## config.mk

```make
export PLATFORM = sky130hd
export DESIGN_NAME = annotation_escape_deframer
export DESIGN_NICKNAME = d
export VERILOG_FILES = /design/src/design/aed_pkg.sv /design/src/design/annotation_escape_deframer.sv /design/src/design/aed_front.sv /design/src/design/aed_queue.sv /design/src/design/aed_back.sv
export SDC_FILE = /design/constraint.sdc
export NUM_CORES = 1
export LEC_CHECK = 0
export BUFFER_PORTS_ARGS = -buffer_cell sky130_fd_sc_hd__buf_4
export CAP_MARGIN = 25
export CELL_PAD_IN_SITES_DETAIL_PLACEMENT = 1
export CELL_PAD_IN_SITES_GLOBAL_PLACEMENT = 1
export CORE_AREA = 4 4 187 189
export DETAILED_ROUTE_END_ITERATION = 6
export DIE_AREA = 0 0 191 193
export GPL_ROUTABILITY_DRIVEN = 0
export GPL_TIMING_DRIVEN = 0
export MAX_ROUTING_LAYER = met4
export PLACE_DENSITY_LB_ADDON = 0.15
export RECOVER_POWER = 50
export SYNTH_ARGS = -nofsm -noshare
export SYNTH_HDL_FRONTEND = slang
export SYNTH_SLANG_ARGS = --single-unit
export TNS_END_PERCENT = 20
```

## constraint.sdc

```tcl
create_clock -name clk -period 4.6 [get_ports clk]
set_input_delay 0.46 -clock clk [delete_from_list [all_inputs] [get_ports clk]]
set_output_delay 0.46 -clock clk [all_outputs]
set_load 0.03 [all_outputs]
```

## src/design/aed_pkg.sv

```systemverilog
`timescale 1ns / 1ps

package aed_pkg;

    // Queue between the classifier and the result expander.
    localparam int QUEUE_DEPTH = 4;

    // Special bytes of the stream.
    localparam logic [7:0] BYTE_CZ = 8'h1A;
    localparam logic [7:0] BYTE_CR = 8'h0D;
    localparam logic [7:0] BYTE_LF = 8'h0A;
    localparam logic [7:0] BYTE_SP = 8'h20;

    // Result types.
    localparam logic [1:0] TYPE_CONSOLE  = 2'd0;
    localparam logic [1:0] TYPE_ARGUMENT = 2'd1;
    localparam logic [1:0] TYPE_COMPLETE = 2'd2;

    // Parser modes.
    localparam logic [1:0] MODE_DATA = 2'd0;
    localparam logic [1:0] MODE_NL   = 2'd1;
    localparam logic [1:0] MODE_CZ   = 2'd2;
    localparam logic [1:0] MODE_ANN  = 2'd3;

    // Number of held bytes replayed ahead of the tail result.
    localparam logic [1:0] REPLAY_NONE  = 2'd0;
    localparam logic [1:0] REPLAY_LF    = 2'd1;
    localparam logic [1:0] REPLAY_LF_CZ = 2'd2;

    localparam int NAME_COUNT = 26;
    localparam int NAME_MAX   = 24;
    localparam logic [4:0] POS_MAX = 5'd31;

    // Names are right-justified in each word; byte 0 of a name of length L
    // sits at bit offset 8 * (L - 1).
    localparam logic [NAME_MAX*8-1:0] NAME_STR [NAME_COUNT] = '{
        "breakpoints-invalid", "source", "frame-end", "frames-invalid",
        "pre-commands", "commands", "post-commands", "pre-overload-choice",
        "overload-choice", "post-overload-choice", "pre-instance-choice",
        "instance-choice", "post-instance-choice", "pre-query", "query",
        "post-query", "pre-prompt-for-continue", "prompt-for-continue",
        "post-prompt-for-continue", "pre-prompt", "prompt", "post-prompt",
        "error-begin", "error", "quit", "exited"
    };

    localparam logic [4:0] NAME_LEN [NAME_COUNT] = '{
        5'd19, 5'd6,  5'd9,  5'd14, 5'd12, 5'd8,  5'd13, 5'd19, 5'd15,
        5'd20, 5'd19, 5'd15, 5'd20, 5'd9,  5'd5,  5'd10, 5'd23, 5'd19,
        5'd24, 5'd10, 5'd6,  5'd11, 5'd11, 5'd5,  5'd4,  5'd6
    };

    // One entry of the queue: zero to two replayed bytes and an optional
    // tail result. Every entry produces at least one result.
    typedef struct packed {
        logic [1:0] replay;
        logic       has_tail;
        logic [1:0] tail_type;
        logic [7:0] tail_byte;
        logic [4:0] tail_code;
    } cmd_t;

    // Bit i is set when name i still matches after byte b at position pos.
    function automatic logic [NAME_COUNT-1:0] name_keep(input logic [4:0] pos,
                                                        input logic [7:0] b);
        logic [NAME_COUNT-1:0] keep;
        logic [4:0]            idx;
        keep = '0;
        for (int i = 0; i < NAME_COUNT; i++) begin
            idx = 5'd0;
            if (pos < NAME_LEN[i]) begin
                idx = NAME_LEN[i] - 5'd1 - pos;
                keep[i] = (NAME_STR[i][{idx, 3'b000} +: 8] == b);
            end
        end
        return keep;
    endfunction

    // Lowest-numbered surviving name whose length equals the name length seen.
    function automatic logic [4:0] final_code(input logic [NAME_COUNT-1:0] mask,
                                              input logic [4:0] pos);
        logic [4:0] code;
        code = 5'd0;
        for (int i = NAME_COUNT - 1; i >= 0; i--) begin
            if (mask[i] && (NAME_LEN[i] == pos)) begin
                code = 5'(i + 1);
            end
        end
        return code;
    endfunction

endpackage

```

## src/design/annotation_escape_deframer.sv

```systemverilog
`timescale 1ns / 1ps

// Annotation escape deframer.
// Input channel: in_valid / in_stall with byte_in, one raw byte per item.
// Output channel: out_valid / out_stall with item_type, byte_value,
// annotation_code and last_of_run. An item moves on a rising edge where
// valid is high and stall is low.
// Each input byte gives zero to three results; last_of_run marks the final
// result belonging to one input byte. Carriage returns give no result; held
// newline or control-Z bytes give none until the following byte decides.
// The first result of a byte passes through the command queue and then the output
// register. The input side takes one byte every cycle while the queue is not full;
// the output side gives one result per cycle unless the receiver stalls, so a byte
// with several results, up to three, is absorbed by the command queue until full.
// When the receiver stalls, the output register holds its result and the
// queue fills; in_stall rises once the queue is full.
// Reset clears the parser to data mode, empties the queue and drops any
// pending result.
module annotation_escape_deframer #(
    parameter int QUEUE_DEPTH = aed_pkg::QUEUE_DEPTH
) (
    input  logic        clk,
    input  logic        rst_n,
    input  logic        in_valid,
    output logic        in_stall,
    input  logic [7:0]  byte_in,
    output logic        out_valid,
    input  logic        out_stall,
    output logic [1:0]  item_type,
    output logic [7:0]  byte_value,
    output logic [4:0]  annotation_code,
    output logic        last_of_run
);

    logic           full;
    logic           accept;
    logic           push;
    aed_pkg::cmd_t  push_cmd;
    logic           pop;
    logic           head_valid;
    aed_pkg::cmd_t  head;

    // The queue occupancy alone decides whether a byte can be taken.
    assign in_stall = full;
    assign accept   = in_valid && !full;

    // Front: classifies each byte and tracks the annotation name match.
    aed_front u_front (
        .clk     (clk),
        .rst_n   (rst_n),
        .accept  (accept),
        .byte_in (byte_in),
        .push    (push),
        .cmd     (push_cmd)
    );

    // Queue of pending result groups between the two sides.
    aed_queue #(
        .QUEUE_DEPTH (QUEUE_DEPTH)
    ) u_queue (
        .clk        (clk),
        .rst_n      (rst_n),
        .push       (push),
        .push_cmd   (push_cmd),
        .pop        (pop),
        .head_valid (head_valid),
        .head       (head),
        .full       (full)
    );

    // Back: expands each group into one to three registered results.
    aed_back u_back (
        .clk             (clk),
        .rst_n           (rst_n),
        .head_valid      (head_valid),
        .head            (head),
        .pop             (pop),
        .out_stall       (out_stall),
        .out_valid       (out_valid),
        .item_type       (item_type),
        .byte_value      (byte_value),
        .annotation_code (annotation_code),
        .last_of_run     (last_of_run)
    );

endmodule

```

## src/design/aed_front.sv

```systemverilog
`timescale 1ns / 1ps

module aed_front (
    input  logic               clk,
    input  logic               rst_n,
    input  logic               accept,
    input  logic [7:0]         byte_in,
    output logic               push,
    output aed_pkg::cmd_t      cmd
);

    logic [1:0]                     mode_reg, mode_next;
    logic [4:0]                     pos_reg, pos_next;
    logic [aed_pkg::NAME_COUNT-1:0] mask_reg, mask_next;
    logic                           arg_reg, arg_next;

    always_comb begin
        mode_next = mode_reg;
        pos_next  = pos_reg;
        mask_next = mask_reg;
        arg_next  = arg_reg;
        push      = 1'b0;
        cmd       = '0;
        cmd.tail_type = aed_pkg::TYPE_CONSOLE;
        cmd.tail_byte = byte_in;
        cmd.replay    = aed_pkg::REPLAY_NONE;

        if (accept && (byte_in != aed_pkg::BYTE_CR)) begin
            unique case (mode_reg)
                aed_pkg::MODE_DATA:
                begin
                    if (byte_in == aed_pkg::BYTE_LF) begin
                        mode_next = aed_pkg::MODE_NL;
                    end else begin
                        push         = 1'b1;
                        cmd.has_tail = 1'b1;
                    end
                end
                aed_pkg::MODE_NL:
                begin
                    if (byte_in == aed_pkg::BYTE_CZ) begin
                        mode_next = aed_pkg::MODE_CZ;
                    end else begin
                        push       = 1'b1;
                        cmd.replay = aed_pkg::REPLAY_LF;
                        if (byte_in != aed_pkg::BYTE_LF) begin
                            cmd.has_tail = 1'b1;
                            mode_next    = aed_pkg::MODE_DATA;
                        end
                    end
                end
                aed_pkg::MODE_CZ:
                begin
                    if (byte_in == aed_pkg::BYTE_CZ) begin
                        mode_next = aed_pkg::MODE_ANN;
                        pos_next  = 5'd0;
                        mask_next = '1;
                        arg_next  = 1'b0;
                    end else begin
                        push       = 1'b1;
                        cmd.replay = aed_pkg::REPLAY_LF_CZ;
                        if (byte_in == aed_pkg::BYTE_LF) begin
                            mode_next = aed_pkg::MODE_NL;
                        end else begin
                            cmd.has_tail = 1'b1;
                            mode_next    = aed_pkg::MODE_DATA;
                        end
                    end
                end
                aed_pkg::MODE_ANN:
                begin
                    if (byte_in == aed_pkg::BYTE_LF) begin
                        push          = 1'b1;
                        cmd.has_tail  = 1'b1;
                        cmd.tail_type = aed_pkg::TYPE_COMPLETE;
                        cmd.tail_byte = 8'd0;
                        cmd.tail_code = aed_pkg::final_code(mask_reg, pos_reg);
                        mode_next     = aed_pkg::MODE_DATA;
                        pos_next      = 5'd0;
                        mask_next     = '1;
                        arg_next      = 1'b0;
                    end else if (arg_reg) begin
                        push          = 1'b1;
                        cmd.has_tail  = 1'b1;
                        cmd.tail_type = aed_pkg::TYPE_ARGUMENT;
                    end else if (byte_in == aed_pkg::BYTE_SP) begin
                        arg_next = 1'b1;
                    end else begin
                        mask_next = mask_reg & aed_pkg::name_keep(pos_reg, byte_in);
                        if (pos_reg != aed_pkg::POS_MAX) begin
                            pos_next = pos_reg + 5'd1;
                        end
                    end
                end
                default:
                begin
                    mode_next = aed_pkg::MODE_DATA;
                end
            endcase
        end
    end

    always_ff @(posedge clk or negedge rst_n) begin
        if (!rst_n) begin
            mode_reg <= aed_pkg::MODE_DATA;
            pos_reg  <= 5'd0;
            mask_reg <= '1;
            arg_reg  <= 1'b0;
        end else begin
            mode_reg <= mode_next;
            pos_reg  <= pos_next;
            mask_reg <= mask_next;
            arg_reg  <= arg_next;
        end
    end

endmodule

```

## src/design/aed_queue.sv

```systemverilog
`timescale 1ns / 1ps

module aed_queue #(
    parameter int QUEUE_DEPTH = aed_pkg::QUEUE_DEPTH
) (
    input  logic               clk,
    input  logic               rst_n,
    input  logic               push,
    input  aed_pkg::cmd_t      push_cmd,
    input  logic               pop,
    output logic               head_valid,
    output aed_pkg::cmd_t      head,
    output logic               full
);

    localparam int PTR_W = (QUEUE_DEPTH > 1) ? $clog2(QUEUE_DEPTH) : 1;
    localparam int CNT_W = $clog2(QUEUE_DEPTH + 1);

    aed_pkg::cmd_t     entry_reg [QUEUE_DEPTH];
    logic [PTR_W-1:0]  wr_ptr_reg, wr_ptr_next;
    logic [PTR_W-1:0]  rd_ptr_reg, rd_ptr_next;
    logic [CNT_W-1:0]  count_reg, count_next;
    logic              do_pop;

    assign head_valid = (count_reg != '0);
    assign full       = (count_reg == CNT_W'(QUEUE_DEPTH));
    assign head       = entry_reg[rd_ptr_reg];
    assign do_pop     = pop && head_valid;

    always_comb begin
        wr_ptr_next = wr_ptr_reg;
        rd_ptr_next = rd_ptr_reg;
        count_next  = count_reg;
        if (push) begin
            wr_ptr_next = (wr_ptr_reg == PTR_W'(QUEUE_DEPTH - 1)) ? '0 : wr_ptr_reg + 1'b1;
        end
        if (do_pop) begin
            rd_ptr_next = (rd_ptr_reg == PTR_W'(QUEUE_DEPTH - 1)) ? '0 : rd_ptr_reg + 1'b1;
        end
        if (push && !do_pop) begin
            count_next = count_reg + 1'b1;
        end else if (!push && do_pop) begin
            count_next = count_reg - 1'b1;
        end
    end

    always_ff @(posedge clk) begin
        if (push) begin
            entry_reg[wr_ptr_reg] <= push_cmd;
        end
    end

    always_ff @(posedge clk or negedge rst_n) begin
        if (!rst_n) begin
            wr_ptr_reg <= '0;
            rd_ptr_reg <= '0;
            count_reg  <= '0;
        end else begin
            wr_ptr_reg <= wr_ptr_next;
            rd_ptr_reg <= rd_ptr_next;
            count_reg  <= count_next;
        end
    end

    // The front must never write into a full queue.
    assert property (@(posedge clk) disable iff (!rst_n) !(push && full))
        else $error("aed_queue: push while full");

    // The occupancy never runs past the depth.
    assert property (@(posedge clk) disable iff (!rst_n)
        count_reg <= CNT_W'(QUEUE_DEPTH))
        else $error("aed_queue: count out of range");

endmodule

```

## src/design/aed_back.sv

```systemverilog
`timescale 1ns / 1ps

module aed_back (
    input  logic               clk,
    input  logic               rst_n,
    input  logic               head_valid,
    input  aed_pkg::cmd_t      head,
    output logic               pop,
    input  logic               out_stall,
    output logic               out_valid,
    output logic [1:0]         item_type,
    output logic [7:0]         byte_value,
    output logic [4:0]         annotation_code,
    output logic               last_of_run
);

    logic       valid_reg, valid_next;
    logic [1:0] step_reg, step_next;
    logic [1:0] type_reg, type_next;
    logic [7:0] byte_reg, byte_next;
    logic [4:0] code_reg, code_next;
    logic       last_reg, last_next;
    logic       load;

    assign load = !valid_reg || !out_stall;

    always_comb begin
        valid_next = valid_reg;
        step_next  = step_reg;
        type_next  = type_reg;
        byte_next  = byte_reg;
        code_next  = code_reg;
        last_next  = last_reg;
        pop        = 1'b0;
        if (load) begin
            valid_next = head_valid;
            if (head_valid) begin
                if (step_reg < head.replay) begin
                    // Replay of a held newline, then a held control-Z.
                    type_next = aed_pkg::TYPE_CONSOLE;
                    byte_next = (step_reg == 2'd0) ? aed_pkg::BYTE_LF : aed_pkg::BYTE_CZ;
                    code_next = 5'd0;
                    last_next = (step_reg == head.replay - 2'd1) && !head.has_tail;
                end else begin
                    type_next = head.tail_type;
                    byte_next = head.tail_byte;
                    code_next = head.tail_code;
                    last_next = 1'b1;
                end
                if (last_next) begin
                    pop       = 1'b1;
                    step_next = 2'd0;
                end else begin
                    step_next = step_reg + 2'd1;
                end
            end
        end
    end

    always_ff @(posedge clk or negedge rst_n) begin
        if (!rst_n) begin
            valid_reg <= 1'b0;
            step_reg  <= 2'd0;
        end else begin
            valid_reg <= valid_next;
            step_reg  <= step_next;
        end
    end

    always_ff @(posedge clk) begin
        type_reg <= type_next;
        byte_reg <= byte_next;
        code_reg <= code_next;
        last_reg <= last_next;
    end

    assign out_valid       = valid_reg;
    assign item_type       = type_reg;
    assign byte_value      = byte_reg;
    assign annotation_code = code_reg;
    assign last_of_run     = last_reg;

    // A partly expanded entry must still sit at the head of the queue.
    assert property (@(posedge clk) disable iff (!rst_n)
        (step_reg != 2'd0) |-> head_valid)
        else $error("aed_back: step advanced without a queued entry");

    // Only annotation-complete results carry a code, and they carry no byte.
    assert property (@(posedge clk) disable iff (!rst_n)
        valid_reg |-> ((type_reg == aed_pkg::TYPE_COMPLETE) ?
                       (byte_reg == 8'd0 && last_reg) : (code_reg == 5'd0)))
        else $error("aed_back: inconsistent result fields");

endmodule
```

==> qor.txt, run 1 <==
Status = finished with violations
Failing checks = max-capacitance violations, max-slew violations, negative setup slack
Cell Pwr Density = 378 nW/um^2
Sw Share = 38.7%
Main synth FF type = edfxtp_1
CTS Buf Count = 17
Max reg flops = 72
First-pass GRT wire length = 90,800 microns
Wire per inst = 31.3 microns
Fillers = 3,985
Worst path cell trace = buf_2 -> clkinv_2 -> ha_1 -> clkbuf_1 -> clkbuf_1 -> nand2_1 -> a21oi_1 -> mux2i_1 -> o2111a_1 -> nand3_1 -> nand2_1
Largest net degree at the start of global routing = 45
Drt first pass iters = 5
# rows = 67
Hold WC Path Type = primary input to flop
Proportion of layout cells with a drive suffix above 1 = 11.5%
Initial core utilization = 37.7%
Nets = 1,605
Number of distinct library cells after synthesis = 100
# setup viols final = 2
Cts hold-fix bufs = 0
Via count = 13,300
Core area = 33,300 sq um
Synth top area cells = edfxtp_1, xnor2_1, dfstp_2
RSZ-0062 raised after global routing = yes
Post-CTS Setup Inserts = 0
Clk Latency, worst-skew pair = 0.44 ns
Layout Cells excl Fill = 2,000
Worst slew pin tran = 3.30 ns
Area leader, netlist = edfxtp_1
XOR/XNOR share of the synthesized area = 9.43%
Top-area cell type share of the netlist area = 21.0%
Clock buffer depth = 2
Die height = 193 microns
Largest family of logic cells by synthesized area = compound AO/OA/AOI/OAI gates
TritonCTS clock tree = done
Dpl hpwl = 45,100 microns
Final min period = 4.80 ns
# Max-Cap Violations = 2
Worst path top cell family by delay = buffers and inverters
DRC = 0
Mapped cell area = 12,600 sq um
Largest stage delay, worst path = 0.81 ns
#FFs+latches synth = 132
Combinational Power Share = 37.2%
Drt via density = 6.63
Grt total ovfl = 0
Ant. Diodes = 0
Sink Count = 132
Crit path buffers/inverters = 4
Die width = 191 microns
Crit-path max FO = 15
Total power = 5290 uW
Sw Pwr = 2050 uW
Peak supply drop = 0.285 mV
Pleak = 0.00495 uW
Area Overhead vs Synth = 11.4%
H-Tree Depth = 4
Post-route setup TNS = -0.209 ns
Max-slew violations = 55
Number of synthesized flops with an enable pin = 88
Fin. Hold Viols = 0
First DRT Iteration DRCs = 1,690
Post-synthesis compound-gate area fraction = 22.9%
Mux cell area share after synthesis = 6.34%
PortBufs = 29
Cell Count Post-Placement = 1,967
Mapped Nets = 1,548
Reg2Reg Setup Slack = -0.20 ns
Final worst path period share = 104%
Async SR Flop Fraction = 33.3%
Final wirelength = 62,500 microns
Endpoint type of the worst setup path = flop
Worst Path Arrival = 5.17 ns
Setup Slack @ Placement = -0.691 ns
Worst Skew = 0.0177 ns
Clk root buf = clkbuf_16
Syn_area_per_cell = 8.48 sq um
Number of global-route vias before repair = 13,200
Critical Path RT = 4.97 ns
Most frequent cell after synthesis = nand2_1
CP max-delay cell = clkbuf_1
Max-Slew Margin vs Limit = -120%
Clock transition at path regs = 0.07 ns
Clk pwr share = 28.3%
Power Internal = 3240 uW
Antenna-violating nets left = 0
Setup ws final = -0.203 ns
Synth top cells by count = nand2_1, a21oi_1, nor2_1, xnor2_1, o21ai_0
Fmax = 208 MHz
Cells after Synth = 1,482
Gr usage total = 34.6%
Sequential Power Share = 34.6%
Antenna violations before repair = 0
Seq/Total Area, Yosys = 30.1%
IO Pins = 30
Startpoint types = flop
Simple-Gate Fraction of Synth Area = 19.9%
Post-Synth Adder-Cell Area = 5.44%
Worst Path Class, Setup = flop to flop
Synth warn = 0
Die ar. = 36,900 sq um
## layout by cell type (no fill, tap or decap), types with 17 or more instances in the layout
cell type    n
a31oi_1     36
o21ai_0     89
a21oi_1    122
nand2b_1    17
nor3_1      31
clkbuf_1    95
inv_1       34
buf_2       29
o22ai_1     18
mux4_2      18
mux2i_1     29
dfrtp_1     18
edfxtp_1    88
nand2_1    152
xnor2_1    101
nand3_1     44
nor2_1     108
buf_1       20
dfstp_2     26
ha_1        53
nor2b_1     29
nand4_1     29
clkbuf_16   17
xor2_1      23
## logic make-up (layout without fill, tap and decap cells)
| group | count (synthesis) | in the layout |
|---|---|---|
| AO/OA/AOI/OAI | 440 | 440 |
| XOR/XNOR | 129 | 129 |
| adder cells (fa/ha/maj) | 54 | 54 |
| buffers and inverters | 172 | 242 |
| flip-flops | 132 | 132 |
| multiplexers | 56 | 56 |
| AND/OR/NAND/NOR | 499 | 499 |
## tightest hold or removal path, stage by stage
cell     delay, ns
buf_4         0.08
nand2_1       0.04
nand2_1       0.05
## path summary, 6_finish.rpt
| kind | start | endpoint | cells past startpoint |
|---|---|---|---|
| hold / removal | out_stall | u_back.out_valid$_DFFE_PN0N_ | 3 |
| hold reg to reg | u_queue.count_reg[2]$_DFFE_PN0P_ | u_queue.count_reg[2]$_DFFE_PN0P_ | 1 |
| setup reg to reg | u_front.pos_reg[1]$_DFFE_PN0P_ | u_front.mask_reg[23]$_DFFE_PN1P_ | 11 |
| setup / recovery | u_front.pos_reg[1]$_DFFE_PN0P_ | u_front.mask_reg[23]$_DFFE_PN1P_ | 11 |
| max in group asynchronous | rst_n | u_front.arg_reg$_DFFE_PN0P_ | 1 |
| min in group asynchronous | rst_n | u_front.pos_reg[3]$_DFFE_PN0P_ | 1 |
## power groups by stage
stage                     combinational, uW  clock [uW]  sequential, uW
after floorplan                        1250           0            1920
after global placement                 1930           0            1830
after detailed placement               2020           0            1850
after CTS                              2040        1510            1830
after global routing                   2120        1560            1850
final                                  1970        1490            1830
## area by class of cell
class                   count  area, sq um  area share (%)
repair buffers             38          236            1.69
multi-input cells        1178         8050            57.5
clock buffers              17          425            3.04
clock inverters            15          194            1.39
flip-flops and latches    132         3780            27.0
well taps                 448          561            4.01
inverters                  39          151            1.08
plain buffers             133          601            4.29
## through the flow
stage / cell area [sq um] / hold slack [ns] / utilization [%]
floorplan: 12600 / 0.164 / -
global placement: 13300 / 0.472 / 40.1
detailed placement: 13500 / 0.498 / 40.4
CTS: 14100 / 0.127 / 42.3
global route: 14000 / 0.239 / 42.1
finish: 14000 / 0.239 / 42.1
## per-layer routing
| metal | vias to the layer above | track usage, % | wire length [microns] |
|---|---|---|---|
| met5 | - | - | 0 |
| met4 | 0 | 21.4 | 4840 |
| met3 | 268 | 7.72 | 6090 |
| met2 | 845 | 52.1 | 27000 |
| met1 | 6546 | 42.4 | 24600 |
| li1 | 5595 | - | - |
## repair_timing
action,CTS,global route
setup endpoints to repair,26,12
pin swaps,0,0
endpoints found under the hold margin,0,0
gates resized for setup,8,3
Power figures use the tool's default switching activity.
==> run 2: changes to the inputs <==
--- a/config.mk
+++ b/config.mk
@@ -9,14 +9,14 @@
 export CAP_MARGIN = 25
 export CELL_PAD_IN_SITES_DETAIL_PLACEMENT = 1
 export CELL_PAD_IN_SITES_GLOBAL_PLACEMENT = 1
-export CORE_AREA = 4 4 187 189
+export CORE_AREA = 4 4 209 170
 export DETAILED_ROUTE_END_ITERATION = 6
-export DIE_AREA = 0 0 191 193
+export DIE_AREA = 0 0 213 174
 export GPL_ROUTABILITY_DRIVEN = 0
 export GPL_TIMING_DRIVEN = 0
-export MAX_ROUTING_LAYER = met4
 export PLACE_DENSITY_LB_ADDON = 0.15
 export RECOVER_POWER = 50
+export SKIP_CTS_REPAIR_TIMING = 1
 export SYNTH_ARGS = -nofsm -noshare
 export SYNTH_HDL_FRONTEND = slang
 export SYNTH_SLANG_ARGS = --single-unit
==> run 2 against run 1 <==
Net effect:
- the run still ends with max-capacitance violations, max-slew violations, negative setup slack left
- largest power group unchanged
- worst setup slack improved by 0.20 ns
- sequential cell count unchanged
- register-to-register slack improved by 0.20 ns
- critical path depth unchanged
- clock-buffer cell count increased by 3
- largest cell class unchanged
- highest routed layer is now met5
- sequential share of layout area decreased by 0.21 points
- hold slack got worse by 0.00068 ns
- first-iteration DRC count increased by 16%
- global-route usage decreased by 1.6 points
- die area increased by 0.54%
==> qor.txt, run 2 (synthesized netlist as in run 1, its figures left out) <==
Status = finished with violations
Failing checks = max-capacitance violations, max-slew violations, negative setup slack
Instance area at placement = 13,500 sq um (+0.35%)
Wire per inst = 31.4 microns (+0.36%)
First DRT Iteration DRCs = 1,959 (+16%)
CP max-delay cell = buf_1
Post-route design area = 14,100 sq um (+0.83%)
Setup Slack @ Placement = -0.591 ns (+0.101 ns)
# setup viols final = 1 (-1)
Peak supply drop = 0.317 mV (+11%)
Largest stage delay, worst path = 0.92 ns (+0.11 ns)
Clock buffer depth = 2 (unchanged)
Total power = 5280 uW (-0.15%)
Largest net degree at the start of global routing = 45 (unchanged)
Sink Count = 132 (unchanged)
CTS Buf Count = 17 (unchanged)
Busiest grt layer = met1
Pleak = 0.00502 uW (+1.3%)
M2 GR Usage = 44.7% (-7.4 points)
Initial core utilization = 37.6% (-0.14 points)
Cell Count Post-Placement = 1,957 (-0.51%)
Nets = 1,613 (+0.50%)
Antenna-violating nets left = 0 (unchanged)
Area Overhead vs Synth = 12.3%
Final worst path period share = 100% (-4.3 points)
DRC = 0 (unchanged)
Worst path cell trace = buf_2 -> clkinvlp_4 -> ha_1 -> clkbuf_1 -> buf_1 -> nand2_1 -> nor4_1 -> a31oi_1 -> o32ai_1 -> nand4_1 -> a21oi_1
Worst Skew = 0.0200 ns (+0.00238 ns)
Proportion of layout cells with a drive suffix above 1 = 11.7% (+0.13 points)
Met1 Resource Use GR = 48.0% (+5.5 points)
Crit path buffers/inverters = 4 (unchanged)
Gr usage total = 33.0% (-1.6 points)
Startpoint types = flop
IO Pins = 30 (unchanged)
Worst Path Arrival = 4.97 ns (-0.20 ns)
Die width = 213 microns (+12%)
Layout Cells excl Fill = 1,995 (-0.25%)
Worst Path Class, Setup = flop to flop
Most frequent cells in the layout = nand2_1, a21oi_1, nor2_1, xnor2_1, clkbuf_1
Combinational Power Share = 38.5% (+1.3 points)
# rows = 60 (-10%)
Cell Pwr Density = 374 nW/um^2 (-0.97%)
H-Tree Depth = 4 (unchanged)
Commonest non-fill, non-tap cell in the layout = nand2_1
Antenna violations before repair = 4 (+4)
Clk root buf = clkbuf_16
PortBufs = 29 (unchanged)
First-pass GRT wire length = 90,000 microns (-0.90%)
Clock transition at path regs = 0.07 ns (about the same)
Core area = 33,400 sq um (+0.38%)
Number of global-route vias before repair = 12,900 (-2.0%)
Via count = 13,300 (+0.44%)
Die ar. = 37,100 sq um (+0.54%)
Endpoint type of the worst setup path = flop
Clk Latency, worst-skew pair = 0.45 ns (about the same)
# Max-Cap Violations = 3 (+1)
Setup ws final = -0.00644 ns (+0.196 ns)
Drt first pass iters = 6 (+1)
Clk pwr share = 27.1% (-1.2 points)
Final min period = 4.61 ns (-0.196 ns)
Sw Pwr = 2010 uW (-2.1%)
Grt total ovfl = 0 (unchanged)
Fin. Hold Viols = 0 (unchanged)
Worst slew pin tran = 3.19 ns (-0.110 ns)
Max-slew violations = 66 (+20%)
Max-Slew Margin vs Limit = -113% (+7.4 points)
Critical Path RT = 4.96 ns (about the same)
RSZ-0062 raised after global routing = no
Hold WC Path Type = primary input to flop
Worst path top cell family by delay = buffers and inverters
Final wirelength = 62,600 microns (+0.11%)
TritonCTS clock tree = done
Die height = 174 microns (-9.8%)
Global Route met3 Usage = 10.1% (+2.4 points)
Sw Share = 38.0% (-0.75 points)
Fillers = 3,967 (-0.45%)
Power Internal = 3280 uW (+1.1%)
Max reg flops = 72 (unchanged)
Drt via density = 6.67 (+0.69%)
Crit-path max FO = 15 (unchanged)
Sequential Power Share = 34.4% (-0.2 points)
Post-route setup TNS = -0.00644 ns (+0.203 ns)
Dpl hpwl = 46,000 microns (+2.0%)
Fmax = 217 MHz (+4.3%)
==> run 2: per-stage QoR <==
step	util [%]	hold slack, ns
2_1_floorplan	-	0.164
3_3_place_gp	39.9	0.473
3_5_place_dp	40.4	0.501
4_1_cts	42.2	0.0945
5_1_grt	42.2	0.261
6_report	42.2	0.238
==> run 2: power groups by stage <==
| stage | logic [uW] | registers (uW) | clock network (uW) |
|---|---|---|---|
| floorplan | 1250 | 1920 | 0 |
| global placement | 1970 | 1820 | 0 |
| detailed placement | 2050 | 1840 | 0 |
| CTS | 2050 | 1820 | 1440 |
| global route | 2210 | 1840 | 1510 |
| finish | 2030 | 1820 | 1430 |
==> run 2: final cells by class <==
cell class | count | area (sq um) | area share (%)
antenna | 1 | 2.50 | 0.0177
buffer | 133 | 599 | 4.25
clock buffer | 20 | 447 | 3.17
clock inverter | 12 | 156 | 1.11
inverter | 39 | 154 | 1.09
multi-input combinational | 1178 | 8030 | 56.9
sequential | 132 | 3780 | 26.8
tap | 434 | 543 | 3.85
timing repair buffer | 46 | 399 | 2.83
==> run 2: final timing paths <==
check | slack, ns | endpoint | depth (start not counted) | start
min in group asynchronous | 1.10 | u_front.pos_reg[2]$_DFFE_PN0P_ | 1 | rst_n
max in group asynchronous | 1.49 | u_front.pos_reg[2]$_DFFE_PN0P_ | 1 | rst_n
worst max register to register | -0.006 | u_front.mask_reg[3]$_DFFE_PN1P_ | 11 | u_front.pos_reg[1]$_DFFE_PN0P_
worst min-delay path | 0.24 | u_back.out_valid$_DFFE_PN0N_ | 3 | out_stall
worst min register to register | 0.51 | u_queue.count_reg[2]$_DFFE_PN0P_ | 1 | u_queue.count_reg[2]$_DFFE_PN0P_
worst max-delay path | -0.006 | u_front.mask_reg[3]$_DFFE_PN1P_ | 11 | u_front.pos_reg[1]$_DFFE_PN0P_
==> run 2: worst min-delay path, stage by stage <==
cell     delay (ns)
buf_4          0.09
nand2_1        0.05
nand2_1        0.05
==> run 2: layer usage <==
layer / part of all wire (%) / up-vias / routed length [microns]
met5: 0.048 / - / 30
met3: 13 / 232 / 8360
met4: 5.1 / 6 / 3210
li1: - / 5617 / -
met1: 42 / 6533 / 26300
met2: 39 / 924 / 24700
==> run 3: changes to the inputs <==
--- a/config.mk
+++ b/config.mk
@@ -16,6 +16,7 @@
 export GPL_TIMING_DRIVEN = 0
 export PLACE_DENSITY_LB_ADDON = 0.15
 export RECOVER_POWER = 50
+export SETUP_SLACK_MARGIN = 0.05
 export SKIP_CTS_REPAIR_TIMING = 1
 export SYNTH_ARGS = -nofsm -noshare
 export SYNTH_HDL_FRONTEND = slang
==> run 3 against run 2 <==
Net effect:
- the flow still finishes with violations (max-capacitance violations, max-slew violations, negative setup slack)
- clock skew decreased by 0.0019 ns
- critical path depth unchanged
- final area about the same
- sequential cell count unchanged
- non-clock buffer count decreased by 1
- utilization about the same
- fmax about the same
- die area unchanged
- clock-buffer cell count unchanged
- critical endpoint unchanged
- largest power group unchanged
- highest routed layer unchanged
==> qor.txt, run 3 (synthesized netlist as in run 1, its figures left out) <==
Status = finished with violations
Failing checks = max-capacitance violations, max-slew violations, negative setup slack
Sink Count = 132 (unchanged)
Cell Count Post-Placement = 1,957 (unchanged)
Proportion of layout cells with a drive suffix above 1 = 11.7% (about the same)
RSZ-0062 raised after global routing = yes
Clock buffer depth = 2 (unchanged)
Crit-path max FO = 15 (unchanged)
Via count = 13,300 (-0.46%)
Clk pwr share = 27.0% (about the same)
Die width = 213 microns (unchanged)
RR Startpoint = u_front.pos_reg[1]$_DFFE_PN0P_
Worst Path Arrival = 4.95 ns (-0.02 ns)
Gr usage total = 33.0% (unchanged)
Post-Route Utilization = 42.2% (about the same)
Wire per inst = 31.4 microns (+0.18%)
Fillers = 3,969 (+0.050%)
Drt via density = 6.65 (-0.41%)
Grt total ovfl = 0 (unchanged)
Antenna-violating nets left = 0 (unchanged)
Post-route design area = 14,100 sq um (about the same)
Area Overhead vs Synth = 12.3% (about the same)
Fin. Hold Viols = 0 (unchanged)
Core area = 33,400 sq um (unchanged)
Combinational Power Share = 38.5% (about the same)
Sw Share = 38.0% (about the same)
PortBufs = 29 (unchanged)
Largest stage delay, worst path = 0.92 ns (about the same)
# Max-Cap Violations = 3 (unchanged)
# rows = 60 (unchanged)
Die ar. = 37,100 sq um (unchanged)
Clk root buf = clkbuf_16
Most frequent cells in the layout = nand2_1, a21oi_1, nor2_1, xnor2_1, clkbuf_1
Worst Skew = 0.0181 ns (-0.00193 ns)
# setup viols final = 1 (unchanged)
Max reg flops = 72 (unchanged)
Number of global-route vias before repair = 12,900 (unchanged)
Dpl hpwl = 46,000 microns (unchanged)
CTS Buf Count = 17 (unchanged)
Drt first pass iters = 5 (-1)
CP max-delay cell = buf_1
Initial core utilization = 37.6% (unchanged)
Clk Latency, worst-skew pair = 0.44 ns (about the same)
Endpoint type of the worst setup path = flop
Final min period = 4.60 ns (-0.00255 ns)
Reg2Reg Setup Slack = -0.004 ns (about the same)
Sw Pwr = 2010 uW (about the same)
Cell Pwr Density = 374 nW/um^2 (about the same)
Max-slew violations = 66 (unchanged)
Worst path top cell family by delay = buffers and inverters
Final worst path period share = 100% (about the same)
DRC = 0 (unchanged)
Worst hold start = out_stall
Max-Slew Margin vs Limit = -118% (-5.1 points)
Antenna violations before repair = 4 (unchanged)
IO Pins = 30 (unchanged)
First DRT Iteration DRCs = 1,867 (-4.7%)
Nets = 1,612 (-0.062%)
Hold Path Depth = 3 (unchanged)
Worst path cell trace = buf_2 -> clkinvlp_4 -> ha_1 -> clkbuf_1 -> buf_1 -> nand2_1 -> nor4_1 -> a31oi_1 -> o32ai_1 -> nand4_1 -> a21oi_1
Final hold slack = 0.246 ns (+0.00836 ns)
Clock transition at path regs = 0.07 ns (about the same)
Worst Setup SP = u_front.pos_reg[1]$_DFFE_PN0P_
Worst R2R Path Depth = 11 (unchanged)
Commonest non-fill, non-tap cell in the layout = nand2_1
H-Tree Depth = 4 (unchanged)
Fmax = 217 MHz (about the same)
Crit path buffers/inverters = 4 (unchanged)
Hold WC Path Type = primary input to flop
Worst slew pin tran = 3.27 ns (+0.0764 ns)
Largest net degree at the start of global routing = 45 (unchanged)
Sequential Power Share = 34.4% (about the same)
Hold Path Sink = u_back.out_valid$_DFFE_PN0N_
Power Internal = 3280 uW (about the same)
TritonCTS clock tree = done
Total power = 5280 uW (about the same)
Peak supply drop = 0.317 mV (about the same)
Worst Path Class, Setup = flop to flop
Startpoint types = flop
Critical Path RT = 4.95 ns (about the same)
Crit Reg-Reg Endpoint = u_front.mask_reg[3]$_DFFE_PN1P_
Pleak = 0.00501 uW (about the same)
Die height = 174 microns (unchanged)
Layout Cells excl Fill = 1,994 (-0.050%)
Instance area at placement = 13,500 sq um (unchanged)
Setup ws final = -0.00389 ns (+0.00255 ns)
First-pass GRT wire length = 90,000 microns (unchanged)
Final wirelength = 62,700 microns (+0.13%)
[run 3: changes by cell type in the layout (fill, tap and decap cells not counted), sizes merged]
cell | previous run | this run
clkbuf | 119 | 118
[run 3: metal layers]
layer | part of all wire (%) | track usage (%) | up-vias
li1 | - | - | 5614
met1 | 43 | 48.0 | 6501
met2 | 39 | 44.7 | 919
met3 | 13 | 10.1 | 211
met4 | 5.0 | 14.7 | 6
met5 | 0.040 | 0 | -
[run 3: worst max-delay path by stage]
| stage | end | cells past startpoint |
|---|---|---|
| 2_1_floorplan | u_queue.entry_reg[0][4]$_DFFE_PP_ | 13 |
| 3_3_place_gp | u_queue.entry_reg[1][4]$_DFFE_PP_ | 13 |
| 3_5_place_dp | u_front.mask_reg[16]$_DFFE_PN1P_ | 12 |
| 4_1_cts | u_front.mask_reg[16]$_DFFE_PN1P_ | 12 |
| 5_1_grt | u_front.mask_reg[3]$_DFFE_PN1P_ | 11 |
| 6_report | u_front.mask_reg[3]$_DFFE_PN1P_ | 11 |
[run 3: layout make-up]
type | count | area, sq um | share of cell area (%)
Clock buffer | 20 | 447 | 3.17
Inverter | 39 | 154 | 1.09
Sequential cell | 132 | 3780 | 26.8
Timing Repair Buffer | 46 | 399 | 2.83
Tap cell | 434 | 543 | 3.85
Clock inverter | 12 | 156 | 1.11
Buffer | 132 | 596 | 4.22
Multi-Input combinational cell | 1178 | 8030 | 56.9
Antenna cell | 1 | 2.50 | 0.0177
[run 3: worst reg2reg max path, cell delays in order, from the launching register on]
cell        delay, ns
dfrtp_1          0.53
buf_2            0.30
clkinvlp_4       0.35
ha_1             0.50
clkbuf_1         0.76
buf_1            0.93
nand2_1          0.27
nor4_1           0.28
a31oi_1          0.07
o32ai_1          0.17
nand4_1          0.13
a21oi_1          0.22
[run 3: stage by stage]
stage	worst slack (ns)	setup TNS (ns)
after detailed placement	-0.591	-3.99
after floorplan	1.03	0
after CTS	-0.591	-4.21
after global placement	-0.738	-8.77
after global routing	0.0541	0
final	-0.00389	-0.00389
[run 3: power by group through the flow]
stage / Sequential, uW / Clock, uW / Combinational (uW)
floorplan: 1920 / 0 / 1250
global placement: 1820 / 0 / 1970
detailed placement: 1840 / 0 / 2050
CTS: 1820 / 1440 / 2050
global route: 1840 / 1510 / 2210
finish: 1820 / 1430 / 2040
